==> src/rtl/id3tfe_pkg.sv <==
// ----------------------------------------------------------------------------
// id3tfe_pkg
// Types and constants shared by the ID3v2 text frame extractor.
// ----------------------------------------------------------------------------
`default_nettype none

package id3tfe_pkg;

    typedef enum logic [2:0] {
        PH_TAGHDR   = 3'd0,
        PH_FRAMEHDR = 3'd1,
        PH_ENCODING = 3'd2,
        PH_MARK     = 3'd3,
        PH_TEXT     = 3'd4,
        PH_SKIP     = 3'd5,
        PH_ENDFLAG  = 3'd6,
        PH_DONE     = 3'd7
    } phase_t;

    localparam logic [2:0] KIND_TITLE   = 3'd0;
    localparam logic [2:0] KIND_ARTIST  = 3'd1;
    localparam logic [2:0] KIND_ALBUM   = 3'd2;
    localparam logic [2:0] KIND_TAG_END = 3'd3;
    localparam logic [2:0] KIND_NO_TAG  = 3'd4;

    localparam logic [23:0] ID_TAG    = 24'h494433;
    localparam logic [31:0] ID_TITLE  = 32'h54495432;
    localparam logic [31:0] ID_ARTIST = 32'h54504531;
    localparam logic [31:0] ID_ALBUM  = 32'h54414C42;

    localparam logic [15:0] BOM_LE = 16'hFFFE;
    localparam logic [15:0] BOM_BE = 16'hFEFF;

    localparam logic [7:0] ENC_LATIN1 = 8'd0;
    localparam logic [7:0] ENC_UTF16  = 8'd1;

    localparam logic [28:0] POS_MAX     = 29'h1FFFFFFF;
    localparam logic [28:0] TAG_HDR_LEN = 29'd10;

    typedef struct packed {
        logic       valid;
        logic [2:0] kind;
    } result_t;

    typedef struct packed {
        logic       valid;
        logic [7:0] data;
    } held_word_t;

endpackage

`default_nettype wire

==> src/rtl/id3tfe_in_stage.sv <==
// ----------------------------------------------------------------------------
// id3tfe_in_stage
// Input register: holds one accepted word until the walker takes it.
// ----------------------------------------------------------------------------
`default_nettype none

module id3tfe_in_stage (
    input  wire logic                    clk,
    input  wire logic                    rst_n,
    input  wire logic                    in_valid,
    output logic                         in_ready,
    input  wire logic [7:0]              data_byte,
    input  wire logic                    take,
    output id3tfe_pkg::held_word_t       held
);
    import id3tfe_pkg::*;

    logic       valid_reg;
    logic       valid_next;
    logic [7:0] data_reg;

    assign in_ready = !valid_reg || take;

    always_comb
    begin
        valid_next = valid_reg;
        if (in_valid && in_ready)
        begin
            valid_next = 1'b1;
        end
        else if (take)
        begin
            valid_next = 1'b0;
        end
    end

    always_ff @(posedge clk or negedge rst_n)
    begin
        if (!rst_n)
        begin
            valid_reg <= 1'b0;
        end
        else
        begin
            valid_reg <= valid_next;
        end
    end

    always_ff @(posedge clk)
    begin
        if (in_valid && in_ready)
        begin
            data_reg <= data_byte;
        end
    end

    assign held.valid = valid_reg;
    assign held.data  = data_reg;

endmodule

`default_nettype wire

==> src/rtl/id3tfe_walker.sv <==
// ----------------------------------------------------------------------------
// id3tfe_walker
// Tag and frame walk state; one word is processed per step.
// ----------------------------------------------------------------------------
`default_nettype none

module id3tfe_walker (
    input  wire logic                clk,
    input  wire logic                rst_n,
    input  wire logic                cfg_wr_en,
    input  wire logic                cfg_wr_data,
    input  wire logic                step,
    input  wire logic [7:0]          data,
    output id3tfe_pkg::result_t      res
);
    import id3tfe_pkg::*;

    phase_t      phase_reg,        phase_next;
    logic [3:0]  header_count_reg, header_count_next;
    logic [63:0] header_shift_reg, header_shift_next;
    logic [27:0] tag_size_reg,     tag_size_next;
    logic [28:0] byte_pos_reg,     byte_pos_next;
    logic [31:0] frame_rem_reg,    frame_rem_next;
    logic [1:0]  field_reg,        field_next;
    logic        wide_reg,         wide_next;
    logic        big_end_reg,      big_end_next;
    logic        parity_reg,       parity_next;
    logic [2:0]  found_reg,        found_next;
    logic        syncsafe_reg;

    logic [28:0] pos_inc;
    logic [63:0] shifted;
    logic [31:0] frame_id;
    logic [31:0] hdr_size;
    logic [31:0] rem_dec;
    logic [15:0] mark;
    logic [1:0]  id_field;

    function automatic logic [27:0] unsync(input logic [31:0] v);
        return {v[30:24], v[22:16], v[14:8], v[6:0]};
    endfunction

    function automatic logic walk_ends(input logic [2:0] ff, input logic [28:0] pos,
                                       input logic [27:0] ts);
        return (ff == 3'b111) || (pos >= ({1'b0, ts} + TAG_HDR_LEN));
    endfunction

    assign pos_inc  = (byte_pos_reg != POS_MAX) ? byte_pos_reg + 29'd1 : byte_pos_reg;
    assign shifted  = {header_shift_reg[55:0], data};
    assign frame_id = header_shift_reg[63:32];
    assign hdr_size = syncsafe_reg ? {4'd0, unsync(header_shift_reg[31:0])}
                                   : header_shift_reg[31:0];
    assign rem_dec  = frame_rem_reg - 32'd1;
    assign mark     = {header_shift_reg[7:0], data};
    assign id_field = (frame_id == ID_TITLE)  ? 2'd0 :
                      (frame_id == ID_ARTIST) ? 2'd1 : 2'd2;

    always_comb
    begin
        phase_next        = phase_reg;
        header_count_next = header_count_reg;
        header_shift_next = header_shift_reg;
        tag_size_next     = tag_size_reg;
        byte_pos_next     = byte_pos_reg;
        frame_rem_next    = frame_rem_reg;
        field_next        = field_reg;
        wide_next         = wide_reg;
        big_end_next      = big_end_reg;
        parity_next       = parity_reg;
        found_next        = found_reg;
        res               = '0;

        if (step)
        begin
            case (phase_reg)
                PH_DONE:
                begin
                end
                PH_ENDFLAG:
                begin
                    res.valid  = 1'b1;
                    res.kind   = KIND_TAG_END;
                    phase_next = PH_DONE;
                end
                PH_TAGHDR:
                begin
                    byte_pos_next     = pos_inc;
                    if (header_count_reg < 4'd3 || header_count_reg >= 4'd6)
                    begin
                        header_shift_next = shifted;
                    end
                    header_count_next = header_count_reg + 4'd1;
                    if (header_count_reg == 4'd9)
                    begin
                        if (header_shift_next[55:32] != ID_TAG)
                        begin
                            res.valid  = 1'b1;
                            res.kind   = KIND_NO_TAG;
                            phase_next = PH_DONE;
                        end
                        else
                        begin
                            tag_size_next = unsync(header_shift_next[31:0]);
                            if (walk_ends(found_reg, pos_inc, tag_size_next))
                            begin
                                phase_next = PH_ENDFLAG;
                            end
                            else
                            begin
                                phase_next        = PH_FRAMEHDR;
                                header_count_next = 4'd0;
                            end
                        end
                    end
                end
                PH_FRAMEHDR:
                begin
                    byte_pos_next = pos_inc;
                    if (header_count_reg < 4'd8)
                    begin
                        header_shift_next = shifted;
                    end
                    header_count_next = header_count_reg + 4'd1;
                    if (header_count_reg == 4'd9)
                    begin
                        frame_rem_next = hdr_size;
                        if (frame_id == 32'd0)
                        begin
                            phase_next = PH_ENDFLAG;
                        end
                        else if (frame_id == ID_TITLE || frame_id == ID_ARTIST ||
                                 frame_id == ID_ALBUM)
                        begin
                            field_next = id_field;
                            found_next = found_reg | (3'b001 << id_field);
                            phase_next = PH_ENCODING;
                        end
                        else if (hdr_size == 32'd0)
                        begin
                            if (walk_ends(found_reg, pos_inc, tag_size_reg))
                            begin
                                phase_next = PH_ENDFLAG;
                            end
                            else
                            begin
                                phase_next        = PH_FRAMEHDR;
                                header_count_next = 4'd0;
                            end
                        end
                        else
                        begin
                            phase_next = PH_SKIP;
                        end
                    end
                end
                PH_ENCODING:
                begin
                    byte_pos_next = pos_inc;
                    if (frame_rem_reg != 32'd0)
                    begin
                        frame_rem_next = rem_dec;
                    end
                    parity_next = 1'b0;
                    if (data == ENC_LATIN1)
                    begin
                        wide_next  = 1'b0;
                        phase_next = PH_TEXT;
                    end
                    else if (data == ENC_UTF16)
                    begin
                        wide_next  = 1'b1;
                        phase_next = PH_MARK;
                    end
                    else
                    begin
                        phase_next = PH_SKIP;
                    end
                    if (frame_rem_reg <= 32'd1)
                    begin
                        if (walk_ends(found_reg, pos_inc, tag_size_reg))
                        begin
                            phase_next = PH_ENDFLAG;
                        end
                        else
                        begin
                            phase_next        = PH_FRAMEHDR;
                            header_count_next = 4'd0;
                        end
                    end
                end
                PH_MARK:
                begin
                    byte_pos_next  = pos_inc;
                    frame_rem_next = rem_dec;
                    if (!parity_reg)
                    begin
                        header_shift_next = shifted;
                        parity_next       = 1'b1;
                    end
                    else
                    begin
                        parity_next = 1'b0;
                        if (mark == BOM_LE)
                        begin
                            big_end_next = 1'b0;
                            phase_next   = PH_TEXT;
                        end
                        else if (mark == BOM_BE)
                        begin
                            big_end_next = 1'b1;
                            phase_next   = PH_TEXT;
                        end
                        else
                        begin
                            phase_next = PH_SKIP;
                        end
                    end
                    if (rem_dec == 32'd0)
                    begin
                        if (walk_ends(found_reg, pos_inc, tag_size_reg))
                        begin
                            phase_next = PH_ENDFLAG;
                        end
                        else
                        begin
                            phase_next        = PH_FRAMEHDR;
                            header_count_next = 4'd0;
                        end
                    end
                end
                PH_TEXT:
                begin
                    byte_pos_next  = pos_inc;
                    frame_rem_next = rem_dec;
                    if (!wide_reg || (parity_reg == big_end_reg))
                    begin
                        res.valid = 1'b1;
                        res.kind  = {1'b0, field_reg};
                    end
                    if (wide_reg)
                    begin
                        parity_next = !parity_reg;
                    end
                    if (rem_dec == 32'd0)
                    begin
                        if (walk_ends(found_reg, pos_inc, tag_size_reg))
                        begin
                            phase_next = PH_ENDFLAG;
                        end
                        else
                        begin
                            phase_next        = PH_FRAMEHDR;
                            header_count_next = 4'd0;
                        end
                    end
                end
                PH_SKIP:
                begin
                    byte_pos_next  = pos_inc;
                    frame_rem_next = rem_dec;
                    if (rem_dec == 32'd0)
                    begin
                        if (walk_ends(found_reg, pos_inc, tag_size_reg))
                        begin
                            phase_next = PH_ENDFLAG;
                        end
                        else
                        begin
                            phase_next        = PH_FRAMEHDR;
                            header_count_next = 4'd0;
                        end
                    end
                end
                default:
                begin
                    phase_next = PH_DONE;
                end
            endcase
        end
    end

    always_ff @(posedge clk or negedge rst_n)
    begin
        if (!rst_n)
        begin
            phase_reg        <= PH_TAGHDR;
            header_count_reg <= 4'd0;
            header_shift_reg <= 64'd0;
            tag_size_reg     <= 28'd0;
            byte_pos_reg     <= 29'd0;
            frame_rem_reg    <= 32'd0;
            field_reg        <= 2'd0;
            wide_reg         <= 1'b0;
            big_end_reg      <= 1'b0;
            parity_reg       <= 1'b0;
            found_reg        <= 3'd0;
            syncsafe_reg     <= 1'b1;
        end
        else
        begin
            phase_reg        <= phase_next;
            header_count_reg <= header_count_next;
            header_shift_reg <= header_shift_next;
            tag_size_reg     <= tag_size_next;
            byte_pos_reg     <= byte_pos_next;
            frame_rem_reg    <= frame_rem_next;
            field_reg        <= field_next;
            wide_reg         <= wide_next;
            big_end_reg      <= big_end_next;
            parity_reg       <= parity_next;
            found_reg        <= found_next;
            if (cfg_wr_en)
            begin
                syncsafe_reg <= cfg_wr_data;
            end
        end
    end

endmodule

`default_nettype wire

==> src/rtl/id3v2_text_frame_extractor_unit.sv <==
// An accepted word waits in the input register, then its result (if any) is
// registered in the output register. Throughput: one word per cycle unless a
// result waits at a stalled output; the walker handles each held word in one pass.
// Output register lets a new word in while a result waits to be taken.
// Reset (rst_n low, async): walk restarts at the tag header, no result pending,
// frame sizes read as syncsafe.
// ----------------------------------------------------------------------------
// id3v2_text_frame_extractor_unit
// Streams file bytes, tags title/artist/album characters of an ID3v2 tag.
// ----------------------------------------------------------------------------
`default_nettype none

module id3v2_text_frame_extractor_unit (
    input  wire logic       clk,
    input  wire logic       rst_n,
    input  wire logic       in_valid,
    output logic            in_ready,
    input  wire logic [7:0] data_byte,
    output logic            out_valid,
    input  wire logic       out_ready,
    output logic [2:0]      kind,
    input  wire logic       cfg_wr_en,
    input  wire logic       cfg_wr_data
);
    import id3tfe_pkg::*;

    held_word_t held;
    result_t    res;
    logic       advance;
    logic       out_valid_reg;
    logic       out_valid_next;
    logic [2:0] kind_reg;

    assign advance = held.valid && (!out_valid_reg || out_ready);

    id3tfe_in_stage u_in (
        .clk       (clk),
        .rst_n     (rst_n),
        .in_valid  (in_valid),
        .in_ready  (in_ready),
        .data_byte (data_byte),
        .take      (advance),
        .held      (held)
    );

    id3tfe_walker u_walk (
        .clk         (clk),
        .rst_n       (rst_n),
        .cfg_wr_en   (cfg_wr_en),
        .cfg_wr_data (cfg_wr_data),
        .step        (advance),
        .data        (held.data),
        .res         (res)
    );

    always_comb
    begin
        out_valid_next = out_valid_reg;
        if (advance)
        begin
            out_valid_next = res.valid;
        end
        else if (out_ready)
        begin
            out_valid_next = 1'b0;
        end
    end

    always_ff @(posedge clk or negedge rst_n)
    begin
        if (!rst_n)
        begin
            out_valid_reg <= 1'b0;
        end
        else
        begin
            out_valid_reg <= out_valid_next;
        end
    end

    always_ff @(posedge clk)
    begin
        if (advance && res.valid)
        begin
            kind_reg <= res.kind;
        end
    end

    assign out_valid = out_valid_reg;
    assign kind      = kind_reg;

endmodule

`default_nettype wire

==> config.mk <==
export PLATFORM = sky130hd
export DESIGN_NAME = id3v2_text_frame_extractor_unit
export DESIGN_NICKNAME = d
export VERILOG_FILES = /design/src/rtl/id3tfe_pkg.sv /design/src/rtl/id3tfe_in_stage.sv /design/src/rtl/id3tfe_walker.sv /design/src/rtl/id3v2_text_frame_extractor_unit.sv
export SDC_FILE = /design/constraint.sdc
export NUM_CORES = 1
export LEC_CHECK = 0
export BUFFER_PORTS_ARGS = -buffer_cell sky130_fd_sc_hd__buf_2
export CORE_MARGIN = 5
export CORE_UTILIZATION = 35
export CTS_BUF_LIST = sky130_fd_sc_hd__clkbuf_16
export CTS_CLUSTER_SIZE = 28
export DETAILED_ROUTE_END_ITERATION = 16
export SLEW_MARGIN = 0
export SYNTH_ARGS = -nofsm -noshare
export SYNTH_HDL_FRONTEND = slang
export SYNTH_HIERARCHICAL = 1
export SYNTH_SLANG_ARGS = --single-unit
==> constraint.sdc <==
create_clock -name clk -period 5.3 [get_ports clk]
set_input_delay 1.06 -clock clk [delete_from_list [all_inputs] [get_ports clk]]
set_output_delay 1.06 -clock clk [all_outputs]
set_load 0.02 [all_outputs]
# Word level (Yosys, flattened, before mapping)
# Cells that the tools add are included.
[op_classes]
n_addsub = 5
mul = 0
div = 0
order_cmp = 6
eq_ne = 28
shifts = 1
n_mux = 58
n_bitwise = 3
n_reduce_logical = 44
[ops]
columns = ["operator", "n"]
rows = [
  ["2-to-1 mux 64 bit", 5],
  ["case mux 64 bit (3 select lines)", 1],
  ["equality test 32 x 31 -> 1 bit, second input constant", 3],
  ["logical NOT 32 bit", 3],
  ["2-to-1 mux 32 bit", 3],
  ["case mux 32 bit (3 select lines)", 1],
  ["2-to-1 mux 4 bit", 15],
  ["adder 28 x 4 -> 29 bit, second input constant", 2],
  ["greater-or-equal comparator 29 bit", 2],
  ["2-to-1 mux 3 bit", 15],
  ["equality test 16 bit, second input constant", 2],
  ["less-or-equal comparator 32 x 1 -> 1 bit, second input constant", 1],
  ["nonzero test 32 bit", 1],
  ["subtractor 32 x 1 -> 32 bit, second input constant", 1],
  ["adder 29 x 1 -> 29 bit, second input constant", 1],
  ["2-to-1 mux 29 bit", 1],
  ["inequality test 29 bit, second input constant", 1],
  ["inequality test 24 x 23 -> 1 bit, second input constant", 1],
  ["AND reduction 4 bit", 5],
  ["case mux 3 bit (6 select lines)", 1],
  ["inequality test 2 x 1 -> 1 bit, second input constant", 8],
  ["case mux 4 bit (4 select lines)", 1],
  ["equality test 3 bit, second input constant", 4],
  ["case mux 4 bit (3 select lines)", 1],
  ["other kinds (34)", 66],
]
[word_totals]
ff_bits = 182
latch_bits = 0
ramBits = 0
mem_bits_ro = 0
in_bits = 14
out_inout_bits = 5
wordCells = 162
mem_count = 0

# Logic depth before layout (Yosys ltp)
# Gate-level depths: netlist of run 1.
[depth]
word_depth = 12
depth_mapped = 27
depth_no_buf = 22

# Cells and area by module
# The synthesis of run 1 kept the hierarchy.
[by_module_without_submodules]
columns = ["module", "instances", "cells_each", "area_per_inst_um2", "seq_area_each_um2"]
rows = [
  ["id3tfe_walker", 1, 1600, 12622.1, 4230.3],
  ["id3tfe_in_stage", 1, 13, 301.5, 265.3],
  ["id3v2_text_frame_extractor_unit", 1, 9, 158.9, 115.1],
]

# Worst setup path after synthesis of run 1
# Ideal clock, no wire load.
[synth_path]
path_type = "register to register"
start = "reg u_walk.header_count_reg[0]"
end = "reg u_walk.phase_reg[2]"
setup_time_ns = 0.082
arrival_time_ns = 5.541
t_required_ns = 5.218
slack_ns = -0.323
path_stages_with_launch = 26
path_buffers = 4
synth_period_minus_slack_ns = 5.623
path_cell_list = "dfrtp_1 inv_1 ha_1 or4b_2 clkbuf_1 nand2_1 clkbuf_1 buf_1 nand2_1 nand2_1 ha_1 inv_1 a211o_1 or3_1 clkbuf_1 nor4_1 xor2_1 ha_1 nand4_1 nor3_1 inv_1 a211oi_1 nor2_1 a2111oi_0 a211oi_1 a31oi_1"
[synth_via]
elab_chain_cells = 12
word_cells_on_any_way = 18
classes_between = "add/sub: 1; order compare: 3; eq/ne: 4; mux: 7; reduce/logical: 3"
[synth_lines]
columns = ["element", "line_no", "text"]
rows = [
  ["from (decl)", "id3tfe_walker.sv:19", "logic [3:0] header_count_reg, header_count_next;"],
  ["from (signal assigned)", "id3tfe_walker.sv:302", "header_count_reg <= header_count_next;"],
  ["less-than comparator 4 x 2 -> 1 bit or greater-or-equal comparator 4 x 3 -> 1 bit (tied branches)", "id3tfe_walker.sv:88", "if (header_count_reg < 4'd3 || header_count_reg >= 4'd6)"],
  ["logical OR 1 bit", "id3tfe_walker.sv:88", ""],
  ["2-to-1 mux 64 bit", "id3tfe_walker.sv:88", ""],
  ["2-to-1 mux 64 bit", "id3tfe_walker.sv:75", "case (phase_reg)"],
  ["2-to-1 mux 64 bit", "id3tfe_walker.sv:73", "if (step)"],
  ["adder 28 x 4 -> 29 bit", "id3tfe_walker.sv:45", "return (ff == 3'b111) || (pos >= ({1'b0, ts} + TAG_HDR_LEN));"],
  ["greater-or-equal comparator 29 bit", "id3tfe_walker.sv:45", ""],
  ["logical OR 1 bit", "id3tfe_walker.sv:45", ""],
  ["2-to-1 mux 3 bit", "id3tfe_walker.sv:104", "if (walk_ends(found_reg, pos_inc, tag_size_next))"],
  ["2-to-1 mux 3 bit", "id3tfe_walker.sv:95", "if (header_shift_next[55:32] != ID_TAG)"],
  ["2-to-1 mux 3 bit", "id3tfe_walker.sv:93", "if (header_count_reg == 4'd9)"],
  ["case mux 3 bit (6 select lines)", "id3tfe_walker.sv:75", ""],
  ["to (signal assigned)", "id3tfe_walker.sv:301", "phase_reg <= phase_next;"],
  ["to (decl)", "id3tfe_walker.sv:18", "phase_t phase_reg, phase_next;"],
]
# Parallel ways exist; a longest one is shown, timed or not. The select of a mux whose other input is x is not followed.
# A chain may end at the register's enable or synchronous reset.

# Worst setup path after layout of run 1
[layout_path]
start = "reg u_walk.byte_pos_reg[0]"
end = "reg u_walk.phase_reg[2]"
[layout_via]
elab_chain_cells = 10
word_cells_on_any_way = 19
classes_between = "add/sub: 1; order compare: 2; eq/ne: 1; mux: 13; reduce/logical: 2"
[layout_lines]
columns = ["element", "line_no", "text"]
rows = [
  ["from (decl)", "id3tfe_walker.sv:22", "logic [28:0] byte_pos_reg, byte_pos_next;"],
  ["from (signal assigned)", "id3tfe_walker.sv:305", "byte_pos_reg <= byte_pos_next;"],
  ["adder 29 x 1 -> 29 bit or inequality test 29 bit (tied branches)", "id3tfe_walker.sv:48", "assign pos_inc = (byte_pos_reg != POS_MAX) ? byte_pos_reg + 29'd1 : byte_pos_reg;"],
  ["2-to-1 mux 29 bit (*)", "id3tfe_walker.sv:48", ""],
  ["net u_walk.pos_inc[23]", "id3tfe_walker.sv:31", "logic [28:0] pos_inc;"],
  ["greater-or-equal comparator 29 bit", "id3tfe_walker.sv:45", ""],
  ["logical OR 1 bit", "id3tfe_walker.sv:45", ""],
  ["2-to-1 mux 3 bit", "--", ""],
  ["2-to-1 mux 3 bit", "id3tfe_walker.sv:138", "else if (hdr_size == 32'd0)"],
  ["2-to-1 mux 3 bit", "id3tfe_walker.sv:131", "else if (frame_id == ID_TITLE || frame_id == ID_ARTIST ||"],
  ["2-to-1 mux 3 bit", "id3tfe_walker.sv:127", "if (frame_id == 32'd0)"],
  ["2-to-1 mux 3 bit", "id3tfe_walker.sv:124", "if (header_count_reg == 4'd9)"],
  ["case mux 3 bit (6 select lines) (*)", "id3tfe_walker.sv:75", ""],
]
# Mark *: on every way through the listed nets, which the timed path passes. The rest lies on a longest branch. The select of a mux whose other input is x is not followed.

==> results of run 1 <==
[critical path: stages, from the launching register on]
cell       delay, ps
dfrtp_1          440
ha_1             270
nand3_1          140
nor3_1            90
nand4_1          210
and4_2           370
nand4_1          280
nor3_1           310
xor2_1           340
ha_1             320
a41oi_1          240
nand3_1          120
a2111oi_1        480
buf_4            200
a31oi_1          180
buf_4            260
o31a_1           300
a211oi_1         220
a31oi_1          100
[timing repair]
action	CTS	global route
setup buffers	0	2
pin swaps	0	1
resized for setup	1	27
setup endpoints to repair	1	7
[area by class of cell]
type	instances	area [µm²]	area share (%)
clock inverter	15	135.1	0.9350
multi-input combinational	1314	8118	56.17
inverter	25	93.84	0.6493
tap	468	585.6	4.052
timing repair buffer	67	484.2	3.350
sequential	182	4611	31.90
clock buffer	17	425.4	2.943
[layer usage]
| metal | up-vias | track usage [%] |
|---|---|---|
| met3 | 45 | 2.958 |
| met1 | 5607 | 26.16 |
| met4 | 0 | 4.216 |
| met2 | 265 | 29.67 |
| li1 | 5747 | - |
| met5 | - | 0 |
[cells in the mapped netlist, drive strengths merged (12+ instances only)]
cell type  number
nand2         342
clkbuf         91
mux2i          44
dfrtp         170
a31oi          17
nand3          67
nor3           63
a21oi          85
and2           12
xnor2          52
nor2          113
and3           16
xor2           63
nand2b         13
nand4          45
o21ai          93
mux2           14
ha             68
nor4           33
inv            25
[power by group through the flow]
stage               clock network, mW  registers [mW]  logic (mW)
floorplan                           0            2.09        2.56
global placement                    0            2.43        3.27
detailed placement                  0            2.44        3.33
CTS                              1.28            2.42        3.34
global route                     1.34            2.49        3.79
finish                           1.25            2.43        3.41
[through the flow]
stage                     instances  hold WS (ps)  setup WS (ps)
after detailed placement       2054         445.4          6.151
after global placement         2054         449.4          141.0
after floorplan                1622         426.7          24.53
after global routing           2088         480.4         -68.29
final                          2088         465.4          291.1
after CTS                      2086         467.6          6.801
[worst min path at each step]
stage | from | endpoint | slack [ps] | cells past startpoint
final | u_walk/found_reg[2] | u_walk/found_reg[2] | 470 | 1
after global routing | u_walk/found_reg[2] | u_walk/found_reg[2] | 480 | 1
after CTS | u_walk/found_reg[2] | u_walk/found_reg[2] | 470 | 1
after detailed placement | u_walk/found_reg[2] | u_walk/found_reg[2] | 450 | 1
after global placement | u_walk/found_reg[2] | u_walk/found_reg[2] | 450 | 1
after floorplan | u_walk/found_reg[2] | u_walk/found_reg[2] | 430 | 1
[cell families after synthesis]
kind of cell	Yosys count
AND/OR/NAND/NOR	788
flip-flops	182
adder cells (fa/ha/maj)	68
XOR/XNOR	115
multiplexers	58
AO/OA/AOI/OAI	285
buffers and inverters	126
==> impl_metrics.env, run 1 <==
export IMPL_crit_end="u_walk/phase_reg[2]"
export IMPL_syn_area_per_cell_um2=8.066
export IMPL_comb_power_share_pct=48.0
export IMPL_power_density_nw_per_um2=490.7
export IMPL_p_int_mw=3.672
export IMPL_dr_pass1_iters=5
export IMPL_cts_sinks=182
export IMPL_io_pins=19
export IMPL_drive_gt1_share_pct=9.815
export IMPL_drtAntennaViolNets=0
export IMPL_dr_wl_met3_um=1710
export IMPL_synth_edf_count=11
export IMPL_nFillCells=3764
export IMPL_grt_pass1_vias=11190
export IMPL_rr_endpoint="u_walk/phase_reg[2]"
export IMPL_dieWidth_um=203.3
export IMPL_area_delta_synth_final_pct=10.47
export IMPL_post_route_util_pct=39.29
export IMPL_clk_path_buf_depth=2
export IMPL_port_buffers=18
export IMPL_grt_max_degree=88
export IMPL_cap_violations=0
export IMPL_p_sw_mw=3.420
export IMPL_synth_seq_cells=182
export IMPL_skew_ps=12.25
export IMPL_layout_common_cells="nand2_1, dfrtp_1, nor2_1"
export IMPL_syn_nets=1704
export IMPL_min_path_type="reg -> reg"
export IMPL_die_area_um2=41350
export IMPL_startpoint="u_walk/byte_pos_reg[0]"
export IMPL_cp_max_fo=7
export IMPL_required_ps=5630
export IMPL_rr_startpoint="u_walk/byte_pos_reg[0]"
export IMPL_synth_top_family_by_area="simple AND/OR/NAND/NOR gates"
export IMPL_synth_compound_area_share_pct=13.33
export IMPL_share_seq_of_total_power_pct=34.3
export IMPL_ir_drop_mv=0.2500
export IMPL_via_per_inst=5.586
export IMPL_synth_fa_ha_area_share_pct=6.503
export IMPL_gp_congestion=0.9121
export IMPL_totalWireLength_um=38070
export IMPL_synth_area_top_cells="dfrtp_1, nand2_1, ha_1"
export IMPL_mostFrequentLayoutCell="nand2_1"
export IMPL_cts_tree="yes"
export IMPL_start_util_pct=35.56
export IMPL_max_slew_margin_rel_pct=28.63
export IMPL_netlist_instances=1622
export IMPL_synth_largest_area_cell="dfrtp_1"
export IMPL_synth_xor_area_share_pct=7.699
export IMPL_vias=11660
export IMPL_critPathKind="reg -> reg"
export IMPL_cp_end_kind="register"
export IMPL_wl_per_cell_um=18.23
export IMPL_setup_tns_ps=0
export IMPL_synth_cell_types=76
export IMPL_grt_first_pass_wirelength_um=61400
export IMPL_ctsHoldBuffers=0
export IMPL_netlist_area_um2=13080
export IMPL_slew_violations=0
export IMPL_yosysWarnings=6
export IMPL_r2r_setup_slack_ps=290
export IMPL_fin_area_um2=14450
export IMPL_cts_made_buffers=17
export IMPL_power_switching_share_pct=48.22
export IMPL_finalHoldViolCount=0
export IMPL_synth_top_area_share_pct=32.52
export IMPL_route_met2_wl_um=17450
export IMPL_synth_ff_type="dfrtp_1"
export IMPL_insertion_delay_ps=460
export IMPL_antenna_found_initial=0
export IMPL_ff2ff_path_depth=18
export IMPL_drc=0
export IMPL_met1_length_um=18340
export IMPL_dieHeight_um=203.3
export IMPL_finalCriticalPeriod_ps=5009
export IMPL_final_setup_viol_count=0
export IMPL_arrival_ps=5340
export IMPL_gr_total_overflow=0
export IMPL_cp_start_kind="register"
export IMPL_largest_reg_flops=64
export IMPL_route_top_layer_used="met4"
export IMPL_fin_nets=1689
export IMPL_clk_pin_slew_ps=70
export IMPL_placementRows=70
export IMPL_drt_iter0_markers=827
export IMPL_htreeDepth=4
export IMPL_tightest_slew_ps=1061
export IMPL_dp_hpwl_um=28190
export IMPL_cts_root_buffer="clkbuf_16"
export IMPL_num_antenna_cells=0
export IMPL_synthMuxAreaShare_pct=4.572
export IMPL_seq_area_frac_synth_pct=35.24
export IMPL_max_freq_mhz=199.6
export IMPL_period_share_pct=94.51
export IMPL_outcome="completed"
export IMPL_placeableCoreArea_um2=36790
export IMPL_yosys_area_share_simple_pct=28.98
export IMPL_async_flop_share_pct=93.96
export IMPL_place_area_um2=13760
export IMPL_track_usage_pct=18.42
export IMPL_power_mw=7.092
export IMPL_pwr_share_clk_pct=17.7
export IMPL_leakagePower_nw=6.266
Note: power is estimated with default switching activity, not from simulation.
==> run 2: changes to the inputs <==
Settings changed: CORE_UTILIZATION 35 to 50, PLACE_DENSITY set to 0.68.
==> run 2 against run 1 <==
  * Clock skew about the same
  * Combinational power about the same
  * First-iteration DRC count increased by 16%
  * Largest power group unchanged
  * Via count increased by 1.7%
  * Final area decreased by 1.3%
  * Maximum frequency decreased by 1.3%
  * Clock power increased by 6%
  * Wire length decreased by 2.1%
  * Highest routed layer unchanged
  * Utilization increased by 16 points
  * Sequential cell count unchanged
  * Power increased by 0.87%
  * Largest cell class unchanged
==> impl_metrics.env, run 2 (synthesis gave the netlist of run 1 again) <==
export IMPL_slowest_stage="or3b_2"
export IMPL_grt_first_pass_wirelength_um=60900
export IMPL_finalCriticalPeriod_ps=5072
export IMPL_placementRows=59
export IMPL_gp_congestion=0.9234
export IMPL_cts_sinks=182
export IMPL_cp_max_fo=7
export IMPL_antenna_found_initial=0
export IMPL_post_route_util_pct=55.04
export IMPL_max_slew_margin_rel_pct=22.48
export IMPL_comb_power_share_pct=47.5
export IMPL_skew_ps=11.94
export IMPL_min_path_type="reg -> reg"
export IMPL_htreeDepth=4
export IMPL_cts_tree="yes"
export IMPL_dp_hpwl_um=27200
export IMPL_power_switching_share_pct=47.34
export IMPL_num_antenna_cells=0
export IMPL_die_area_um2=29500
export IMPL_arrival_ps=5380
export IMPL_grt_max_degree=100
export IMPL_mostFrequentLayoutCell="nand2_1"
export IMPL_drc=0
export IMPL_largest_reg_flops=64
export IMPL_dr_pass1_iters=6
export IMPL_path_cells="buf_4 > ha_1 > or3b_2 > a2111oi_2 > a41oi_1 > or2_2 > nor3_1 > buf_4 > nand3_1 > xor2_1 > mux2_2 > ha_1 > nand4_1 > nor4_2 > a311oi_2 > and3_1 > o211ai_1 > o21ai_0 > a2111oi_1 > a21oi_1"
export IMPL_track_usage_pct=25.68
export IMPL_cts_made_buffers=17
export IMPL_power_density_nw_per_um2=501.6
export IMPL_totalWireLength_um=37270
export IMPL_cp_start_kind="register"
export IMPL_cts_root_buffer="clkbuf_16"
export IMPL_via_per_inst=6.079
export IMPL_fin_nets=1686
export IMPL_final_setup_viol_count=0
export IMPL_drt_iter0_markers=956
export IMPL_pwr_share_clk_pct=18.5
export IMPL_leakagePower_nw=6.255
export IMPL_required_ps=5610
export IMPL_power_mw=7.154
export IMPL_hold_slack_ps=467.0
export IMPL_rsz0062_at_grt="false"
export IMPL_cp_top_family="simple AND/OR/NAND/NOR gates"
export IMPL_critPathKind="reg -> reg"
export IMPL_finalHoldViolCount=0
export IMPL_crit_path_max_incr_delay_ps=550
export IMPL_clk_path_buf_depth=2
export IMPL_placeableCoreArea_um2=25910
export IMPL_start_util_pct=50.49
export IMPL_io_pins=19
export IMPL_clk_pin_slew_ps=70
export IMPL_max_freq_mhz=197.2
export IMPL_gr_total_overflow=0
export IMPL_period_share_pct=95.70
export IMPL_dieHeight_um=171.8
export IMPL_grt_pass1_vias=11390
export IMPL_cap_violations=0
export IMPL_p_int_mw=3.767
export IMPL_wl_per_cell_um=19.09
export IMPL_dieWidth_um=171.8
export IMPL_p_sw_mw=3.387
export IMPL_tightest_slew_ps=1152
export IMPL_layout_common_cells="nand2_1, dfrtp_1, nor2_1"
export IMPL_outcome="completed"
export IMPL_vias=11870
export IMPL_cp_num_buf_inv=2
export IMPL_ir_drop_mv=0.2858
export IMPL_area_delta_synth_final_pct=9.019
export IMPL_cp_end_kind="register"
export IMPL_share_seq_of_total_power_pct=34.0
export IMPL_slew_violations=0
export IMPL_insertion_delay_ps=440
export IMPL_port_buffers=18
export IMPL_drtAntennaViolNets=0
export IMPL_drive_gt1_share_pct=9.400
==> run 2: cell count changes in the layout (fill, tap and decap cells not counted), moves of 2 or more <==
cell	change
inv_6	+4
bufinv_16	+2
buf_4	-2
inv_8	-5
clkinvlp_4	-2
clkinv_8	+2
==> run 2: per-layer routing <==
layer | wire length, µm | up-vias | share of wire (%) | track usage, %
met1 | 16910 | 5686 | 45 | 35.74
met4 | 977 | 0 | 2.6 | 7.826
met2 | 17320 | 376 | 46 | 41.62
li1 | - | 5735 | - | -
met5 | 0 | - | 0 | 0
met3 | 2067 | 70 | 5.5 | 3.861
==> run 2: final timing paths <==
path	startpoint	endpoint	slack (ps)	depth (start not counted)
setup / recovery	u_walk/header_count_reg[0]	u_walk/phase_reg[0]	230	20
hold reg to reg	u_walk/found_reg[1]	u_walk/found_reg[1]	470	1
setup reg to reg	u_walk/header_count_reg[0]	u_walk/phase_reg[0]	230	20
hold / removal	u_walk/found_reg[1]	u_walk/found_reg[1]	470	1
min in group asynchronous	rst_n	u_walk/byte_pos_reg[9]	720	1
max in group asynchronous	rst_n	u_walk/frame_rem_reg[31]	3480	2
==> run 2: what timing repair did <==
item | CTS | global route
pin swaps | 0 | 3
hold endpoints to repair | 0 | 0
setup buffers | 0 | 0
setup endpoints to repair | 2 | 7
resized for setup | 1 | 18
hold buffers | 0 | 0
==> run 2: area by class of cell <==
class / instances / area, µm²
Clock buffer: 17 / 425.4
Clock inverter: 15 / 183.9
Fill cell: 2390 / 11650
Inverter: 25 / 93.84
Multi-Input combinational cell: 1314 / 8084
Sequential cell: 182 / 4611
Tap cell: 335 / 419.2
Timing Repair Buffer: 64 / 445.4
==> run 2: power by group through the flow <==
stage | Sequential (mW) | Clock [mW] | Combinational [mW]
2_1_floorplan | 2.09 | 0 | 2.56
3_3_place_gp | 2.42 | 0 | 3.25
3_5_place_dp | 2.43 | 0 | 3.30
4_1_cts | 2.41 | 1.35 | 3.32
5_1_grt | 2.50 | 1.41 | 3.76
6_report | 2.43 | 1.32 | 3.40
==> run 2: stage by stage <==
step | setup slack, ps | cells | instance area [µm²] | setup TNS, ps
floorplan | 24.53 | 1622 | 13100 | 0
detailed placement | -60.49 | 1920 | 13570 | -77.26
global route | 1.384 | 1952 | 14260 | 0
finish | 227.7 | 1952 | 14260 | 0
global placement | 144.9 | 1920 | 13570 | 0
CTS | 10.90 | 1952 | 14180 | 0
